===== config.mk =====
export PLATFORM = sky130hd
export DESIGN_NAME = rwdc_divider
export DESIGN_NICKNAME = d
export VERILOG_FILES = /design/src/hdl/rwdc_pkg.sv /design/src/hdl/rwdc_divider.sv
export SDC_FILE = /design/constraint.sdc
export NUM_CORES = 1
export LEC_CHECK = 0
export BUFFER_PORTS_ARGS = -buffer_cell sky130_fd_sc_hd__buf_2
export CORE_MARGIN = 10
export CORE_UTILIZATION = 62
export DETAILED_ROUTE_END_ITERATION = 8
export PLACE_DENSITY = 0.95
export SLEW_MARGIN = 5
export SYNTH_ARGS = -nofsm -noshare
export SYNTH_HDL_FRONTEND = slang
export SYNTH_SLANG_ARGS = --single-unit

===== constraint.sdc =====
create_clock -name clk -period 4.5 [get_ports clk]
set_input_delay 0 -clock clk [delete_from_list [all_inputs] [get_ports clk]]
set_output_delay 0 -clock clk [all_outputs]
set_load 0.05 [all_outputs]

===== src/hdl/rwdc_pkg.sv =====
// Shared types and constants for the ray wall distance caster.
package rwdc_pkg;
  localparam int CoordW = 11;
  localparam int OrgW   = 19;
  localparam int TrigW  = 16;
  localparam int DistW  = 20;
  localparam logic [DistW-1:0] DistMax = '1;
  localparam logic signed [TrigW-1:0] CordicStart = 16'sd9949;
  localparam logic OpLoad = 1'b0;
  localparam logic OpCast = 1'b1;

  typedef struct packed {
    logic signed [CoordW-1:0] sx;
    logic signed [CoordW-1:0] sy;
    logic signed [CoordW-1:0] ex;
    logic signed [CoordW-1:0] ey;
  } wall_t;

  function automatic logic [31:0] atan_step(input logic [3:0] i);
    logic [31:0] r;
    case (i)
      4'd0: r = 32'd536870912;
      4'd1: r = 32'd316933406;
      4'd2: r = 32'd167458907;
      4'd3: r = 32'd85004756;
      4'd4: r = 32'd42667331;
      4'd5: r = 32'd21354465;
      4'd6: r = 32'd10679838;
      4'd7: r = 32'd5340245;
      4'd8: r = 32'd2670163;
      4'd9: r = 32'd1335087;
      4'd10: r = 32'd667544;
      4'd11: r = 32'd333772;
      4'd12: r = 32'd166886;
      4'd13: r = 32'd83443;
      4'd14: r = 32'd41722;
      default: r = 32'd20861;
    endcase
    return r;
  endfunction
endpackage


===== src/hdl/rwdc_divider.sv =====
// Restoring divider giving floor(nt * 16384 / det), saturated to the distance width.
module rwdc_divider import rwdc_pkg::*; (
  input  logic              clk,
  input  logic              rst_n,
  input  logic              start,
  input  logic [46:0]       num,
  input  logic [37:0]       den,
  output logic              done,
  output logic [DistW-1:0]  quot
);
  // Quotient bits above DistW only saturate; test num >= den << DistW first.
  logic [38:0] rem_r;
  logic [46:0] num_r;
  logic [DistW-1:0] q_r;
  logic [4:0] cnt_r;
  logic busy_r, done_r, sat_r;
  logic [38:0] trial;
  logic [38:0] shifted;

  assign shifted = {rem_r[37:0], num_r[46]};
  assign trial   = shifted - {1'b0, den};

  always_ff @(posedge clk) begin
    if (!rst_n) begin
      busy_r <= 1'b0;
      done_r <= 1'b0;
    end else begin
      done_r <= 1'b0;
      if (start) begin
        busy_r <= 1'b1;
        sat_r  <= ({11'd0, num} >= {den, 20'd0});
        rem_r  <= {12'd0, num[46:20]};
        num_r  <= {num[19:0], 27'd0};
        cnt_r  <= 5'd0;
        q_r    <= '0;
      end else if (busy_r) begin
        if (!trial[38]) begin
          rem_r <= trial;
          q_r   <= {q_r[DistW-2:0], 1'b1};
        end else begin
          rem_r <= shifted;
          q_r   <= {q_r[DistW-2:0], 1'b0};
        end
        num_r <= {num_r[45:0], 1'b0};
        cnt_r <= cnt_r + 5'd1;
        if (cnt_r == 5'(DistW-1)) begin
          busy_r <= 1'b0;
          done_r <= 1'b1;
        end
      end
    end
  end

  assign done = done_r;
  assign quot = sat_r ? DistMax : q_r;
endmodule


==> out/metrics.yaml <==
num_antenna_cells: 0
critical_path.startpoint_type: "flip-flop"
max_freq_mhz: 280.5
multi_input_comb_area_sq_um: 3910
clk_pin_slew_worst_paths_ns: 0.10
overflow: 0
muxShareOfSynthArea_pct: 7.341
buffer_cell_driving_the_clock_tree_root: "sky130_fd_sc_hd__clkbuf_8"
finalCoreUtilization_pct: 74.79
synth_async_sr_flop_share_pct: 0
syn2layout_area_growth_pct: 18.77
clock_tree.buffer_depth: 2
max_cap_violations: 0
drtIter0Drc: 652
setup-tns-final_ns: 0
rrSetupSlack_ns: 0.93
place.detailed.hpwl_um: 12120
final-setup-viol-count: 0
timing.reg2reg.worst_path_depth: 13
synth_top_cell_by_area: "sky130_fd_sc_hd__edfxtp_1"
preCtsSetupSlack_ns: 1.038
cts_tree: "yes"
global_route.usage.total_pct: 22.10
drt-wirelength-per-cell_um: 18.02
dominant_cell_by_count_in_the_synthesized_netlist: "sky130_fd_sc_hd__edfxtp_1"
cp-end-kind: "flip-flop"
slew_violations: 0
drc: 0
io_buffers: 108
crit_fanout: 27
leakage_nw: 3.473
timing.hold.ws_ns: 0.1172
level_count_of_the_clock_h_tree: 3
synthDominantCellAreaShare_pct: 37.28
power_density_nw_per_um2: 305.7
synth_enable_flop_cells: 84
routed_via_density: 6.026
timing_worst_slew_pin_value_ns: 1.155
worstReg2RegStart: "num_r[46]"
synth.yosys.seq_area_share_pct: 37.87
floorplan.initialDensity_pct: 62.97
die_h_um: 124.5
yosys_register_bits: 86
warnings_from_yosys: 0
first_drt_pass_iteration_count: 6
yosys-top-cells-area: "sky130_fd_sc_hd__edfxtp_1 (37%), sky130_fd_sc_hd__ha_1 (12%), sky130_fd_sc_hd__mux2i_1 (3.8%)"
clk-insertion-delay-late_ns: 0.36
critical_path_class: "flip-flop to flip-flop"
cts-buffers-inserted: 9
synthesis.area_per_instance_sq_um: 9.598
row_count: 38
gp_routability_congestion: 0.9104
worstHoldEndpoint: "sat_r"
core_region_area_sq_um: 10750
syn-cell-area_sq_um: 6766
ios: 109
die-width_um: 124.5
synthesis.instances: 705
yosys.area_share.adder_pct: 12.50
timing_hold_violations_final: 0
synth-compound-area-share_pct: 15.51
vias_in_the_first_global_route: 6076
worstPathArrival_ns: 3.68
min_delay_path_depth: 4
final_critical_path_setup_slack_ns: 0.9343
min_period_ns: 3.566
initial_antenna_violation_count: 0
grt_max_degree: 85
synth_flop_cell: "sky130_fd_sc_hd__edfxtp_1"
power.ir.vdd_worst_v: 0.0002265
hold_path.startpoint: "den[35]"
required_time_of_the_critical_path_ns: 4.62
tritoncts_num_sinks: 86
synth.cells.most_frequent: "sky130_fd_sc_hd__edfxtp_1 (84), sky130_fd_sc_hd__ha_1 (66), sky130_fd_sc_hd__nand2_1 (60)"
timing.clock.skew_ns: 0.01423
mappedNetlistNets: 860
synth_xor_xnor_area_share_pct: 4.900
slew_headroom_pct: 22.98
first_pass_grt_wire_length_um: 29260
outcome: "finished, final reports clean"
final.period_utilization_pct: 79.24
setup_repair_after_global_routing_missed_its_margin: "false"
rr_endpoint: "rem_r[11]"
synth.distinct_cells: 61
layout.nets: 1000
detail-route-antenna-nets: 0
fillers: 756
layout-drive-gt1-share_pct: 20.35
synth_simple_gate_area_share_pct: 17.25
ff_latch_area_sq_um: 2562
worst_hold_path_type: "primary input to flip-flop"
dieArea_sq_um: 15490
synth_top_family_by_area: "simple AND/OR/NAND/NOR gates"
dr_total_vias: 5966
totalWireLength_um: 17840
## worst max path at each step
stage,from,to,cells past startpoint
after CTS,num_r[46],rem_r[17],13
after global placement,num_r[46],rem_r[11],13
after detailed placement,num_r[46],rem_r[11],13
final,num_r[46],rem_r[11],13
after floorplan,num_r[46],rem_r[25],12
after global routing,num_r[46],rem_r[10],13
## state kept, by name (all words and copies together) (netlist names)
name and flops:
busy_r 1, q_r 20, cnt_r 5, num_r 20, rem_r 38, done 1
sat_r 1
## per-layer routing
layer / wire [um] / vias to the layer above / global-route usage [%]
li1: - / 2860 / -
met1: 7208 / 2790 / 26.06
met2: 8900 / 266 / 37.97
met3: 1316 / 50 / 5.915
met4: 418 / 0 / 7.334
met5: 0 / - / 0
## critical path, cell delays in order (launching register included)
cell,delay [ns]
sky130_fd_sc_hd__edfxtp_1,0.33
sky130_fd_sc_hd__inv_1,0.06
sky130_fd_sc_hd__ha_1,0.21
sky130_fd_sc_hd__fa_1,0.39
sky130_fd_sc_hd__nand2b_1,0.18
sky130_fd_sc_hd__a21oi_1,0.26
sky130_fd_sc_hd__o2111ai_1,0.23
sky130_fd_sc_hd__a31oi_1,0.27
sky130_fd_sc_hd__nor3_1,0.13
sky130_fd_sc_hd__o31ai_4,0.27
sky130_fd_sc_hd__xor2_4,0.19
sky130_fd_sc_hd__buf_4,0.40
sky130_fd_sc_hd__nor3b_1,0.10
sky130_fd_sc_hd__a221o_1,0.30
## layout by cell type (no fill, tap or decap), drive strengths merged, types with 19 or more instances in the layout
cell type / n
a21o: 20
a21oi: 41
buf: 111
dlygate4sd3: 48
edfxtp: 84
ha: 66
inv: 48
mux2: 21
mux2i: 26
nand2: 60
nor2: 41
nor2b: 28
o21ai: 53
or2: 20
xor2: 19
## through the flow
stage	power, mW	cells	instance area, sq um
6_report	2.457	990	8036
4_1_cts	2.433	990	8036
3_5_place_dp	1.900	926	7386
3_3_place_gp	1.867	926	7386
5_1_grt	2.589	990	8036
2_1_floorplan	1.707	705	6766
## layout make-up
| class | instances | area share, % |
|---|---|---|
| clock buffer | 9 | 1.541 |
| clock inverter | 7 | 0.5761 |
| inverter | 46 | 2.149 |
| multi-input combinational | 543 | 48.65 |
| sequential | 86 | 31.89 |
| tap | 140 | 2.180 |
| timing repair buffer | 159 | 13.02 |
## cell families after synthesis
kind of cell	after synthesis
compound gates	166
xor+xnor	37
fa+ha+maj	67
buf+inv	76
flops	86
mux	47
simple gates	226
## where the power goes
| group | leakage (nW) | switching (mW) | internal (mW) | total (mW) |
|---|---|---|---|---|
| registers | 0.828 | 0.0370 | 0.975 | 1.01 |
| clock network | 0.0835 | 0.305 | 0.201 | 0.506 |
| logic | 2.56 | 0.533 | 0.406 | 0.938 |
| total | 3.47 | 0.875 | 1.58 | 2.46 |
## what timing repair did
item	4_1_cts	5_1_grt
hold buffers	48	0
gates resized for setup	0	0
endpoints found under the hold margin	48	0
buffers inserted	0	0
Power figures use the tool's default switching activity.
