$ cat src/hdl/rwdc_pkg.sv
// Shared types and constants for the ray wall distance caster.
package rwdc_pkg;
  localparam int CoordW = 11;
  localparam int OrgW   = 19;
  localparam int TrigW  = 16;
  localparam int DistW  = 20;
  localparam logic [DistW-1:0] DistMax = '1;
  localparam logic signed [TrigW-1:0] CordicStart = 16'sd9949;
  localparam logic OpLoad = 1'b0;
  localparam logic OpCast = 1'b1;

  typedef struct packed {
    logic signed [CoordW-1:0] sx;
    logic signed [CoordW-1:0] sy;
    logic signed [CoordW-1:0] ex;
    logic signed [CoordW-1:0] ey;
  } wall_t;

  function automatic logic [31:0] atan_step(input logic [3:0] i);
    logic [31:0] r;
    case (i)
      4'd0: r = 32'd536870912;
      4'd1: r = 32'd316933406;
      4'd2: r = 32'd167458907;
      4'd3: r = 32'd85004756;
      4'd4: r = 32'd42667331;
      4'd5: r = 32'd21354465;
      4'd6: r = 32'd10679838;
      4'd7: r = 32'd5340245;
      4'd8: r = 32'd2670163;
      4'd9: r = 32'd1335087;
      4'd10: r = 32'd667544;
      4'd11: r = 32'd333772;
      4'd12: r = 32'd166886;
      4'd13: r = 32'd83443;
      4'd14: r = 32'd41722;
      default: r = 32'd20861;
    endcase
    return r;
  endfunction
endpackage

$ cat src/hdl/rwdc_cordic.sv
// Iterative 16-step CORDIC that turns a heading into cosine and sine.
module rwdc_cordic import rwdc_pkg::*; (
  input  logic                    clk,
  input  logic                    rst_n,
  input  logic                    start,
  input  logic [15:0]             heading,
  output logic                    done,
  output logic signed [TrigW-1:0] cos_o,
  output logic signed [TrigW-1:0] sin_o
);
  logic signed [TrigW-1:0] x_r, y_r;
  logic signed [33:0] z_r;
  logic [3:0] i_r;
  logic busy_r, flip_r, done_r;
  logic [15:0] h_fold;
  logic flip;
  logic signed [TrigW-1:0] xs, ys;

  assign flip   = heading[15] ^ heading[14];
  assign h_fold = flip ? heading + 16'h8000 : heading;
  assign xs = x_r >>> i_r;
  assign ys = y_r >>> i_r;

  always_ff @(posedge clk) begin
    if (!rst_n) begin
      busy_r <= 1'b0;
      done_r <= 1'b0;
    end else begin
      done_r <= 1'b0;
      if (start) begin
        busy_r <= 1'b1;
        i_r    <= 4'd0;
        flip_r <= flip;
        x_r    <= CordicStart;
        y_r    <= '0;
        z_r    <= {{2{h_fold[15]}}, h_fold, 16'd0};
      end else if (busy_r) begin
        if (!z_r[33]) begin
          x_r <= x_r - ys;
          y_r <= y_r + xs;
          z_r <= z_r - $signed({2'b00, atan_step(i_r)});
        end else begin
          x_r <= x_r + ys;
          y_r <= y_r - xs;
          z_r <= z_r + $signed({2'b00, atan_step(i_r)});
        end
        i_r <= i_r + 4'd1;
        if (i_r == 4'd15) begin
          busy_r <= 1'b0;
          done_r <= 1'b1;
        end
      end
    end
  end

  assign done  = done_r;
  assign cos_o = flip_r ? -x_r : x_r;
  assign sin_o = flip_r ? -y_r : y_r;
endmodule

$ cat config.mk
export PLATFORM = sky130hd
export DESIGN_NAME = rwdc_cordic
export DESIGN_NICKNAME = d
export VERILOG_FILES = /design/src/hdl/rwdc_pkg.sv /design/src/hdl/rwdc_cordic.sv
export SDC_FILE = /design/constraint.sdc
export NUM_CORES = 1
export LEC_CHECK = 0
export ABC_CLOCK_PERIOD_IN_PS = 3800
export BUFFER_PORTS_ARGS = -buffer_cell sky130_fd_sc_hd__buf_2
export CORE_ASPECT_RATIO = 1.1
export CORE_MARGIN = 2
export CORE_UTILIZATION = 57
export CTS_CLUSTER_SIZE = 28
export DETAILED_ROUTE_END_ITERATION = 8
export PLACE_DENSITY = 0.78
export REMOVE_ABC_BUFFERS = 1
export SLEW_MARGIN = 20
export SYNTH_ARGS = -nofsm -noshare
export SYNTH_HDL_FRONTEND = slang
export SYNTH_SLANG_ARGS = --single-unit
$ cat constraint.sdc
create_clock -name clk -period 3.8 [get_ports clk]
set_clock_uncertainty 0.1 [all_clocks]
set_input_delay 0 -clock clk [delete_from_list [all_inputs] [get_ports clk]]
set_output_delay 0 -clock clk [all_outputs]
set_load 0.05 [all_outputs]
==> report_table.html <==
<table>
<tr><th>Metric</th><th>Value</th></tr>
<tr><th colspan="2">Outcome</th></tr>
<tr><td>Status</td><td>finished, violations left</td></tr>
<tr><td>Violations in the final reports</td><td>negative setup slack</td></tr>
<tr><th colspan="2">Detailed routing</th></tr>
<tr><td>Total Routed Length</td><td>41200 um</td></tr>
<tr><td>First-pass iteration count of the detailed router</td><td>7</td></tr>
<tr><td>Detailed-route wire length per cell</td><td>23.4 um</td></tr>
<tr><td>Number of nets with antenna violations after detailed routing</td><td>0</td></tr>
<tr><td>Per-cell via count in the routed design</td><td>6.82</td></tr>
<tr><td>Remaining routing DRC violations</td><td>0</td></tr>
<tr><td>Via total after detailed routing</td><td>12000</td></tr>
<tr><td>Starting DRC count in detailed routing</td><td>1580</td></tr>
<tr><th colspan="2">Floorplan</th></tr>
<tr><td>Width of the die</td><td>132 um</td></tr>
<tr><td>Die height</td><td>145 um</td></tr>
<tr><td>Overall die area</td><td>19200 um2</td></tr>
<tr><td>Boundary pin count</td><td>52</td></tr>
<tr><td>Starting Density</td><td>58.3%</td></tr>
<tr><td>Placeable core region</td><td>17700 um2</td></tr>
<tr><td>Standard-cell rows</td><td>51</td></tr>
<tr><th colspan="2">Timing</th></tr>
<tr><td>Final min period</td><td>4.58 ns</td></tr>
<tr><td># setup viols final</td><td>39</td></tr>
<tr><td>Final total negative setup slack</td><td>-11.84 ns</td></tr>
<tr><td>Number of hold violations in the final report</td><td>0</td></tr>
<tr><td>RSZ-0062 raised after global routing</td><td>true</td></tr>
<tr><td>Maximum frequency from static timing analysis</td><td>218 MHz</td></tr>
<tr><td>Final worst-path cycle share</td><td>121%</td></tr>
<tr><td>Final count of pins violating max slew</td><td>0</td></tr>
<tr><td>Transition time at the pin with the least slew margin</td><td>1.11 ns</td></tr>
<tr><td>Post-route worst setup slack</td><td>-0.780 ns</td></tr>
<tr><td>Relative slew slack</td><td>26.0%</td></tr>
<tr><th colspan="2">GRT</th></tr>
<tr><td>Global-route wire length before repair</td><td>52500 um</td></tr>
<tr><td>Tot GR Track Use</td><td>33.7%</td></tr>
<tr><td>Number of antenna violations at the first check in global routing</td><td>2</td></tr>
<tr><td>Largest net degree at the start of global routing</td><td>49</td></tr>
<tr><td>Remaining global-route overflow</td><td>0</td></tr>
<tr><td>Vias in the first global route</td><td>10700</td></tr>
<tr><th colspan="2">Synthesis</th></tr>
<tr><td>Combined area of all synthesized cells</td><td>10300 um2</td></tr>
<tr><td>Area share of the leading cell type in the synthesized netlist</td><td>20.6%</td></tr>
<tr><td>Share of synthesized registers carrying an async set or reset</td><td>0%</td></tr>
<tr><td>Count of warnings emitted by yosys</td><td>0</td></tr>
<tr><td>Cells after synthesis</td><td>1194</td></tr>
<tr><td>Number of different library cells in the post-synthesis netlist</td><td>86</td></tr>
<tr><td>Register bit total from synthesis</td><td>103</td></tr>
<tr><td>Top area cells in the synthesized netlist</td><td>sky130_fd_sc_hd__edfxtp_1 (21%), sky130_fd_sc_hd__ha_1 (9.2%), sky130_fd_sc_hd__dfxtp_1 (6.2%), sky130_fd_sc_hd__xnor2_1 (6.2%), sky130_fd_sc_hd__xor2_1 (5.3%)</td></tr>
<tr><td>Cell type contributing the most total cell area after synthesis</td><td>sky130_fd_sc_hd__edfxtp_1</td></tr>
<tr><td>Register area share after synthesis</td><td>26.8%</td></tr>
<tr><td>Count of flip-flops with a built-in enable after synthesis</td><td>71</td></tr>
<tr><td>Ys flop type</td><td>sky130_fd_sc_hd__edfxtp_1</td></tr>
<tr><td>Synth Area per Inst</td><td>8.66 um2</td></tr>
<tr><th colspan="2">Pwr</th></tr>
<tr><td>LEAKAGE</td><td>0.00624 uW</td></tr>
<tr><td>Maximum vdd drop</td><td>441 uV</td></tr>
<tr><td>Total power of the final layout</td><td>10000 uW</td></tr>
<tr><td>Power per standard cell area</td><td>696 nW/um2</td></tr>
<tr><th colspan="2">Setup path</th></tr>
<tr><td>Data arrival at the endpoint of the critical path</td><td>4.60 ns</td></tr>
<tr><td>Critical path required time</td><td>3.82 ns</td></tr>
<tr><td>Endpoint type of the worst setup path</td><td>register</td></tr>
<tr><td>CP max FO</td><td>3</td></tr>
<tr><td>Worst setup path class</td><td>register to register</td></tr>
<tr><td>Kind of start point of the critical path</td><td>register</td></tr>
<tr><th colspan="2">Clocking</th></tr>
<tr><td>TritonCTS buffer count</td><td>9</td></tr>
<tr><td>Maximum count of clock buffers along a single path</td><td>2</td></tr>
<tr><td>CTS H-tree depth</td><td>3</td></tr>
<tr><td>CTS Root Cell</td><td>sky130_fd_sc_hd__clkbuf_16</td></tr>
<tr><td>CTS tree</td><td>done</td></tr>
<tr><td>Total clock sinks</td><td>103</td></tr>
<tr><td>Worst skew pair latency</td><td>0.38 ns</td></tr>
<tr><td>Clock transition at path regs</td><td>0.10 ns</td></tr>
<tr><th colspan="2">Cells and area</th></tr>
<tr><td>Final net count</td><td>1614</td></tr>
<tr><td>Post-synthesis to final-layout area growth</td><td>39.6%</td></tr>
<tr><td>Layout fillers</td><td>977</td></tr>
<tr><td>Highest-count cells in the layout ignoring fill and taps</td><td>sky130_fd_sc_hd__buf_4 (283), sky130_fd_sc_hd__nand2_1 (107), sky130_fd_sc_hd__nor2_1 (104), sky130_fd_sc_hd__edfxtp_1 (71), sky130_fd_sc_hd__a21oi_1 (69)</td></tr>
<tr><td>Post-Route Utilization</td><td>81.4%</td></tr>
<tr><td>Final cell count without fillers</td><td>1760</td></tr>
<tr><td>Commonest non-fill, non-tap cell in the layout</td><td>sky130_fd_sc_hd__buf_4</td></tr>
<tr><td>Share of layout cells above drive strength 1</td><td>38.1%</td></tr>
<tr><th colspan="2">Placement</th></tr>
<tr><td>Weighted congestion at the end of routability-driven global placement</td><td>0.937</td></tr>
<tr><td>Half-perimeter wire length after detailed placement</td><td>23200 um</td></tr>
<tr><td>Count of buffers from port buffering</td><td>51</td></tr>
<tr><td># placed instances</td><td>1668</td></tr>
<tr><th colspan="2">Flow run</th></tr>
<tr><td>Number of max-capacitance violations reported</td><td>0</td></tr>
<tr><th colspan="2">Min path</th></tr>
<tr><td>Worst min-delay path class</td><td>input port to register</td></tr>
</table>
[timing repair]
item                                    4_1_cts  5_1_grt
pin swaps                                    66      120
resized for setup                           118      133
endpoints found under the setup margin       32       39
buffers inserted                             26       33
hold buffers                                 18        0
gates cloned                                  1        0
endpoints found under the hold margin        21        0
[worst max-delay path, cell delays in order, from the launching register on]
cell,delay [ns]
sky130_fd_sc_hd__dfxtp_2,0.33
sky130_fd_sc_hd__or4_4,0.53
sky130_fd_sc_hd__or3_4,0.41
sky130_fd_sc_hd__nor3b_4,0.24
sky130_fd_sc_hd__and4b_2,0.39
sky130_fd_sc_hd__a21oi_4,0.10
sky130_fd_sc_hd__xor2_2,0.34
sky130_fd_sc_hd__ha_4,0.29
sky130_fd_sc_hd__or2_4,0.24
sky130_fd_sc_hd__a21oi_4,0.16
sky130_fd_sc_hd__a21oi_2,0.06
sky130_fd_sc_hd__or3_4,0.39
sky130_fd_sc_hd__o21ai_4,0.16
sky130_fd_sc_hd__xor2_1,0.12
sky130_fd_sc_hd__o21ai_1,0.44
[power breakdown]
part | switching [uW] | internal (uW)
logic | 3950 | 3270
registers | 238 | 1540
clock network | 573 | 477
total | 4760 | 5280
[cell usage after synthesis, types with 23 or more instances]
library cell               instances
sky130_fd_sc_hd__clkbuf_1         41
sky130_fd_sc_hd__nand2_1         114
sky130_fd_sc_hd__inv_1            37
sky130_fd_sc_hd__xor2_1           63
sky130_fd_sc_hd__o21ai_0          79
sky130_fd_sc_hd__a21oi_1         100
sky130_fd_sc_hd__dfxtp_1          32
sky130_fd_sc_hd__edfxtp_1         71
sky130_fd_sc_hd__ha_1             76
sky130_fd_sc_hd__a21o_1           34
sky130_fd_sc_hd__nor2_1          117
sky130_fd_sc_hd__xnor2_1          73
sky130_fd_sc_hd__mux4_2           23
sky130_fd_sc_hd__nor3_1           27
[routing by layer]
layer | track usage [%] | routed length (um)
met1 | 40.2 | 13900
met5 | 0 | 13
met3 | 4.12 | 4550
met2 | 57.3 | 18600
met4 | 21.3 | 4110
[worst paths after layout]
path / slack, ns / cells after the start / from / endpoint
worst max register to register: -0.78 / 14 / register / z_r[31]$_DFFE_PP_
worst min register to register: 0.44 / 2 / busy_r$_SDFF_PN0_ / done$_SDFF_PP0_
worst max-delay path: -0.78 / 14 / register / z_r[31]$_DFFE_PP_
worst min-delay path: 0.18 / 3 / start / busy_r$_SDFF_PN0_
[cell families (layout without fill, tap and decap cells)]
| family | Yosys count | count (layout) | share of synthesized area, % |
|---|---|---|---|
| xor+xnor | 136 | 136 | 11.5 |
| simple gates | 368 | 368 | 16.7 |
| fa+ha+maj | 79 | 79 | 9.77 |
| mux | 50 | 50 | 8.84 |
| compound gates | 357 | 357 | 22.0 |
| flops | 103 | 103 | 26.8 |
| other cells | 0 | 1 | 0 |
| buf+inv | 101 | 428 | 4.31 |
[area by class of cell]
type	instances	area [um2]	share of cell area, %
multi-input cells	990	8090	56.0
repair buffers	373	2820	19.5
flip-flops and latches	103	2770	19.2
well taps	238	298	2.06
clock buffers	9	225	1.56
inverters	39	146	1.01
clock inverters	7	86.3	0.598
diodes	1	2.50	0.0173
[stage by stage]
step	worst slack (ns)	hold slack (ns)	area (um2)
final	-0.780	0.176	14400
after global placement	-0.457	0.177	12500
after CTS	-0.400	0.109	13600
after detailed placement	-0.652	0.181	12500
after global routing	-0.721	0.255	14400
after floorplan	-1.24	0.0691	10000
(Power assumes the default switching activity.)
